[config.mk]
export PLATFORM = sky130hd
export DESIGN_NAME = mrb_lane
export DESIGN_NICKNAME = d
export VERILOG_FILES = /design/src/rtl/mrb_pkg.sv /design/src/rtl/mrb_lane.sv
export SDC_FILE = /design/constraint.sdc
export NUM_CORES = 1
export LEC_CHECK = 0
export BUFFER_PORTS_ARGS = -buffer_cell sky130_fd_sc_hd__buf_2
export CORE_ASPECT_RATIO = 0.8
export CORE_UTILIZATION = 40
export CTS_BUF_LIST = sky130_fd_sc_hd__clkbuf_8
export DETAILED_ROUTE_END_ITERATION = 8
export PLACE_DENSITY = 0.6
export SKIP_LAST_GASP = 1
export SYNTH_ARGS = -nofsm -noshare
export SYNTH_HDL_FRONTEND = slang
export SYNTH_SLANG_ARGS = --single-unit
[constraint.sdc]
create_clock -name i_clk -period 5 [get_ports i_clk]
set_clock_uncertainty 0.2 [all_clocks]
set_input_delay 1 -clock i_clk [delete_from_list [all_inputs] [get_ports i_clk]]
set_output_delay 1 -clock i_clk [all_outputs]
set_load 0.05 [all_outputs]
[src/rtl/mrb_pkg.sv]
// Shared constants and types for the maximal rectangle block.
package mrb_pkg;
    localparam int COLS     = 32;
    localparam int MAX_ROWS = 1024;
    localparam int HW       = $clog2(MAX_ROWS + 1);
    localparam int KW       = $clog2(COLS + 1);
    localparam int IW       = (COLS > 1) ? $clog2(COLS) : 1;
    localparam int AW       = 16;

    typedef logic [HW-1:0] t_height;
    typedef logic [AW-1:0] t_area;

    // Broadcast from the sequencer to all lanes.
    typedef struct packed {
        logic          start;
        logic          step;
        logic          mul;
        logic [KW-1:0] k;
        t_height       hk;
    } t_sweep;
endpackage

[src/rtl/mrb_lane.sv]
// One lane: widest run of columns at least as tall as its own column.
module mrb_lane (
    input  logic            i_clk,
    input  logic            i_rst_n,
    input  mrb_pkg::t_sweep i_sweep,
    input  logic [mrb_pkg::IW-1:0] i_idx,
    input  mrb_pkg::t_height i_height,
    output mrb_pkg::t_area  o_area
);
    import mrb_pkg::*;

    logic [KW-1:0] r_cnt, n_cnt;
    logic          r_in, n_in;
    logic          r_done, n_done;
    logic [KW-1:0] r_wid, n_wid;
    t_area         r_area;
    logic [HW+KW-1:0] prod;

    always_comb begin
        n_cnt  = r_cnt;
        n_in   = r_in;
        n_done = r_done;
        n_wid  = r_wid;
        if (i_sweep.start) begin
            n_cnt  = '0;
            n_in   = 1'b0;
            n_done = 1'b0;
            n_wid  = '0;
        end else if (i_sweep.step && !r_done) begin
            if (i_sweep.hk >= i_height) begin
                n_cnt = r_cnt + KW'(1);
                if (i_sweep.k == KW'(i_idx)) n_in = 1'b1;
            end else if (r_in) begin
                n_done = 1'b1;
                n_wid  = r_cnt;
            end else begin
                n_cnt = '0;
            end
        end
    end

    assign prod = (HW+KW)'(i_height) * (HW+KW)'(r_wid);

    always_ff @(posedge i_clk) begin
        if (!i_rst_n) begin
            r_cnt  <= '0;
            r_in   <= 1'b0;
            r_done <= 1'b0;
            r_wid  <= '0;
        end else begin
            r_cnt  <= n_cnt;
            r_in   <= n_in;
            r_done <= n_done;
            r_wid  <= n_wid;
        end
    end

    always_ff @(posedge i_clk) begin
        if (i_sweep.mul) begin
            r_area <= (prod > (HW+KW)'(16'hFFFF)) ? 16'hFFFF : AW'(prod);
        end
    end

    assign o_area = r_area;
endmodule

==> flow_summary.json, run 1 <==
{
  "hold_path.class": "flop to flop",
  "grt_max_degree": 17,
  "fin_nets": 610,
  "synth_edf_count": 16,
  "coreArea_um2": 8670,
  "drc_errors": 0,
  "synth_top_family_by_area": "adder cells",
  "crit_path_top_delay_cell": "fa_1",
  "io_buffers": 53,
  "clkLatencyLatePin_ns": 0.29,
  "async_flop_share_pct": 0,
  "cts_tree": "done",
  "cts_made_buffers": 5,
  "die_w_um": 109,
  "dieArea_um2": 9540,
  "cp-end-kind": "flop",
  "synth_cell_types": 49,
  "drive_gt1_share_pct": 24.0,
  "diodes": 0,
  "hp-start": "r_in",
  "postSynthAreaPerCell_um2": 8.84,
  "crit_start": "i_height[7]",
  "num_rows": 30,
  "pin_count": 54,
  "final_antenna_net_count": 0,
  "ys_warn_count": 0,
  "synth_cells": 414,
  "r2r-start": "r_wid[3]",
  "place.gp.congestion": 0.835,
  "drv_slew": 0,
  "cp-start-kind": "primary input",
  "maxCapViolations": 0,
  "dpl.hpwl_um": 6460,
  "swShare_pct": 28.4,
  "wirelength_um": 7810,
  "critical-path-max-stage-delay_ns": 0.55,
  "synth_adder_area_share_pct": 32.9,
  "wl_met3_um": 336,
  "fin_crit_sh_pct": 96.4,
  "cts_max_level": 2,
  "finalSetupViolations": 0,
  "crit_chain": "buf_2, nand2_2, fa_1, inv_1, fa_1, inv_1, fa_1, inv_1, ha_1, o21a_1, o21a_1, o21ai_2, nor3_2, nor4b_4, buf_6, buf_4, nand3_2",
  "pwr-share-seq_pct": 46.6,
  "cts.sink_count": 30,
  "yosysSeqAreaShare_pct": 20.8,
  "tightest_slew_ns": 0.751,
  "cp_max_fo": 7,
  "path_class": "primary input to flop",
  "max_freq_mhz": 208,
  "grt_pass1_wl_um": 14000,
  "synth-compound-area-share_pct": 13.2,
  "hold_viol_final": 0,
  "slew_headroom_pct": 49.8,
  "met1_length_um": 3750,
  "total_leakage_power_nw": 2.21,
  "r2r_slack_ns": 0.40,
  "crit_arrival_ns": 4.65,
  "cts_hold_buf": 0,
  "grt-ovfl-total": 0,
  "worstPathRequired_ns": 4.83,
  "power.total_mw": 0.568,
  "first_iter_violations": 101,
  "route.met2.wl_um": 3640,
  "min_period_ns": 4.82,
  "clkPwrFrac_pct": 38.1,
  "critPathBufInv": 6,
  "die_h_um": 87.6,
  "wire_per_inst_um": 12.8,
  "status": "completed",
  "synth-xor-area-share_pct": 2.15,
  "yosys.area_share.simple_pct": 22.2,
  "area_growth_pct": 20.6,
  "peakVddDrop_mv": 0.112,
  "antenna_found_initial": 0,
  "vias": 3071,
  "topRoutingLayerUsed": "met4",
  "track_usage_pct": 18.5,
  "start_util_pct": 42.2,
  "ctsLongestPathBuffers": 2,
  "p_per_area_nw_per_um2": 129,
  "drtPass1Iterations": 4,
  "ys.flop_type": "edfxtp_1",
  "p_sw_mw": 0.161,
  "combPwrFrac_pct": 15.3,
  "design_area_um2": 4410,
  "internal_power_mw": 0.407,
  "synth_seq_cells": 30,
  "place_area_um2": 4280,
  "crit_family": "adder cells",
  "clockRootBuffer": "clkbuf_8",
  "syn-cell-area_um2": 3660,
  "clkTransAtPathRegs_ns": 0.08,
  "muxShareOfSynthArea_pct": 0.273,
  "via_per_inst": 5.03,
  "grt_pass1_vias": 3153,
  "syn_nets": 526
}
[routing by layer]
metal | track usage (%) | up-vias
met5 | 0 | -
met4 | 3.93 | 0
met3 | 3.50 | 9
met2 | 31.2 | 47
met1 | 24.7 | 1489
li1 | - | 1526
[stage by stage]
stage	util, %	setup slack [ns]	cells	hold WS [ns]	TNS, ns
floorplan	-	0.107	414	0.228	0
global route	50.9	-0.00408	611	0.332	-0.00408
CTS	50.4	0.124	611	0.280	0
global placement	49.4	-0.0419	603	0.246	-0.389
detailed placement	49.4	-0.179	603	0.261	-2.23
finish	50.9	0.181	611	0.271	0
[final timing paths]
| check | end | cells past startpoint |
|---|---|---|
| max | o_area[15] | 17 |
| min | r_in | 2 |
| max reg2reg | o_area[15] | 16 |
| min reg2reg | r_in | 2 |
[synth_stat cells (5+ instances only)]
master	number	area share (%)
inv_1	70	7.2
and2_1	45	7.7
fa_1	37	20
ha_1	37	13
nand2_1	30	3.1
a21oi_1	18	2.5
o21ai_0	18	2.5
nand3_1	17	2.3
edfxtp_1	16	13
dfxtp_1	14	7.7
nor2_1	12	1.2
clkbuf_1	9	0.92
nor2b_1	8	1.4
nand2b_1	6	1.0
a21boi_0	5	1.0
a21o_1	5	1.0
nand2_2	5	0.85
nor3_1	5	0.68
o21ai_2	5	1.2
xnor2_1	5	1.2
[power by group through the flow]
| stage | clock network, mW | registers, mW | logic, mW |
|---|---|---|---|
| detailed placement | 0 | 0.270 | 0.0873 |
| finish | 0.217 | 0.265 | 0.0871 |
| global placement | 0 | 0.270 | 0.0855 |
| global route | 0.232 | 0.265 | 0.0953 |
| floorplan | 0 | 0.288 | 0.0262 |
| CTS | 0.221 | 0.265 | 0.0876 |
[flip-flops by register name, summed over array words and instances, names as in the netlist]
name / cells
r_cnt: 6
r_in: 1
r_wid: 6
o_area: 16
r_done: 1
[cells in the final DEF (no fill, tap or decap), types with 2 or more instances in the layout]
cell      instances
a211oi_1          3
a211oi_2          2
a21boi_0          5
a21o_1            5
a21oi_1          18
and2_1           45
and2_2            2
buf_2            51
buf_4            33
buf_6             2
clkbuf_4          2
clkbuf_8          6
dfxtp_1          14
edfxtp_1         16
fa_1             37
ha_1             36
inv_1            70
nand2_1          29
nand2_2           6
nand2b_1          6
nand3_1          17
nand4_1           3
nand4b_1          3
nor2_1           12
nor2b_1           8
nor3_1            4
nor3b_1           2
o211ai_1          3
o21a_1            3
o21ai_0          17
o21ai_1           3
o21ai_2           6
xnor2_1           5
xor2_1            4
[worst min-delay path: stages, from the launching register on]
cell,delay (ns)
dfxtp_1,0.33
a31oi_1,0.04
nor2_1,0.07
[cells by family after synthesis]
| kind of cell | count (synthesis) |
|---|---|
| AOI/OAI and AO/OA | 74 |
| xor gates and xnor gates | 9 |
| adders and majority gates | 74 |
| buffers and inverters | 81 |
| DFF | 30 |
| muxes | 1 |
| and+or+nand+nor | 145 |
[final cells by class]
cell class | instances | area, um2
clock buffer | 6 | 82.6
clock inverter | 2 | 11.3
fill | 822 | 4260
inverter | 70 | 263
multi-input combinational | 303 | 2620
sequential | 30 | 761
tap | 112 | 140
timing repair buffer | 88 | 541
[repair_timing]
item | in CTS | in global routing
resized for setup | 0 | 10
endpoints found under the setup margin | 0 | 15
endpoints found under the hold margin | 0 | 0
setup buffers | 0 | 0
(Power assumes the default switching activity.)
==> run 2: changes to the inputs <==
Settings changed: PLACE_DENSITY 0.6 to 0.72.
==> flow_summary.json, run 2 (synthesis results as in run 1) <==
{
  "grt-ovfl-total": 0,
  "clockRootBuffer": "clkbuf_8",
  "drc_errors": 0,
  "most-common-layout-cells": "inv_1 (70), buf_2 (53), and2_1 (45)",
  "fin_crit_sh_pct": 96.2,
  "io_buffers": 53,
  "die_h_um": 87.6,
  "grt_pass1_wl_um": 14400,
  "dpl.hpwl_um": 6720,
  "whs_ns": 0.267,
  "status": "completed",
  "regArea_um2": 761,
  "cts_tree": "done",
  "die_w_um": 109,
  "p_per_area_nw_per_um2": 140,
  "nFillCells": 824,
  "power.total_mw": 0.612,
  "cts_hold_buf": 0,
  "drv_slew": 0,
  "max_freq_mhz": 208,
  "critPathBufInv": 4,
  "via_per_inst": 5.09,
  "cts.sink_count": 30,
  "place.gp.congestion": 0.836,
  "cp-start-kind": "primary input",
  "grt_max_degree": 17,
  "fin_nets": 604,
  "hold_viol_final": 0,
  "wire_per_inst_um": 13.5,
  "maxCapViolations": 0,
  "path_class": "primary input to flop",
  "cts_made_buffers": 5,
  "diodes": 0,
  "clkLatencyLatePin_ns": 0.29,
  "cp_max_fo": 16,
  "tightest_slew_ns": 0.735,
  "largest_reg_flops": 16,
  "crit_family": "adder cells",
  "crit_arrival_ns": 4.64,
  "design_area_um2": 4360,
  "worstPathRequired_ns": 4.83,
  "peakVddDrop_mv": 0.102,
  "critical-path-max-stage-delay_ns": 0.55,
  "cpMostUsedCell": "fa_1",
  "drtPass1Iterations": 4,
  "clkTransAtPathRegs_ns": 0.08,
  "num_rows": 30,
  "r2r-start": "r_wid[4]",
  "slew_headroom_pct": 50.9,
  "hold_path.class": "flop to flop",
  "crit_chain": "buf_2, and2_1, fa_1, fa_1, inv_1, fa_1, inv_1, ha_1, a21o_1, a21o_1, a22oi_2, a211oi_1, nor4b_4, buf_12, o21ai_0",
  "cp-end-kind": "flop",
  "layout_commonest_cell": "inv_1",
  "rsz0062_at_grt": "true",
  "place_area_um2": 4250,
  "crit_start": "i_height[3]",
  "pin_count": 54,
  "antenna_found_initial": 0,
  "dieArea_um2": 9540,
  "crit_path_top_delay_cell": "fa_1",
  "cts_max_level": 2,
  "drive_gt1_share_pct": 22.3,
  "r2r_slack_ns": 0.48,
  "hp-start": "r_in",
  "track_usage_pct": 19.4,
  "area_growth_pct": 19.1,
  "grt_pass1_vias": 3273,
  "vias": 3079,
  "total_leakage_power_nw": 2.19,
  "final_antenna_net_count": 0,
  "start_util_pct": 42.2,
  "min_period_ns": 4.81,
  "wirelength_um": 8170,
  "ctsLongestPathBuffers": 2,
  "finalSetupViolations": 0,
  "first_iter_violations": 129,
  "coreArea_um2": 8670,
  "multi_input_area_um2": 2590
}
run 2: cell count changes in the layout (fill, tap and decap cells not counted), sizes merged:
| cell | change |
|---|---|
| buf | -4 |
| clkbuf | -3 |
| bufinv | +1 |
| clkinv | -1 |
| inv | +1 |
run 2: report_power, final:
group | internal (mW) | switching [mW]
registers | 0.263 | 0.00146
logic | 0.0320 | 0.0562
clock network | 0.149 | 0.110
total | 0.444 | 0.167
run 2: area by class of cell:
type / instances / share of cell area (%)
Multi-Input combinational cell: 303 / 59.4
Sequential cell: 30 / 17.4
Timing Repair Buffer: 82 / 11.4
Inverter: 70 / 6.02
Tap cell: 112 / 3.21
Clock buffer: 5 / 1.58
Clock inverter: 3 / 0.975
run 2: metal layers:
| metal | GRT usage (%) | vias to the layer above | routed length [um] |
|---|---|---|---|
| met2 | 34.8 | 72 | 3970 |
| met3 | 3.65 | 11 | 369 |
| met5 | 0 | - | 0 |
| li1 | - | 1516 | - |
| met1 | 23.7 | 1480 | 3710 |
| met4 | 5.53 | 0 | 121 |
run 2: what timing repair did:
item	CTS	global route
endpoints found under the setup margin	0	16
gates resized for setup	0	2
buffers inserted	0	0
run 2: final timing paths:
path / to / depth (start not counted)
setup / recovery: o_area[5] / 15
hold / removal: r_in / 2
hold reg to reg: r_in / 2
setup reg to reg: o_area[5] / 14
run 2: tightest hold or removal path: stages (launching register included):
cell,delay (ns)
dfxtp_1,0.33
a31oi_1,0.04
nor2_1,0.07
run 2: through the flow:
step | setup TNS, ns | worst slack [ns] | utilization, % | instances
final | 0 | 0.192 | 50.3 | 605
after CTS | 0 | 0.175 | 50.3 | 605
after floorplan | 0 | 0.107 | - | 414
after detailed placement | -1.24 | -0.126 | 49.0 | 597
after global placement | -0.0416 | -0.0179 | 49.0 | 597
after global routing | -0.0435 | -0.0398 | 50.3 | 605
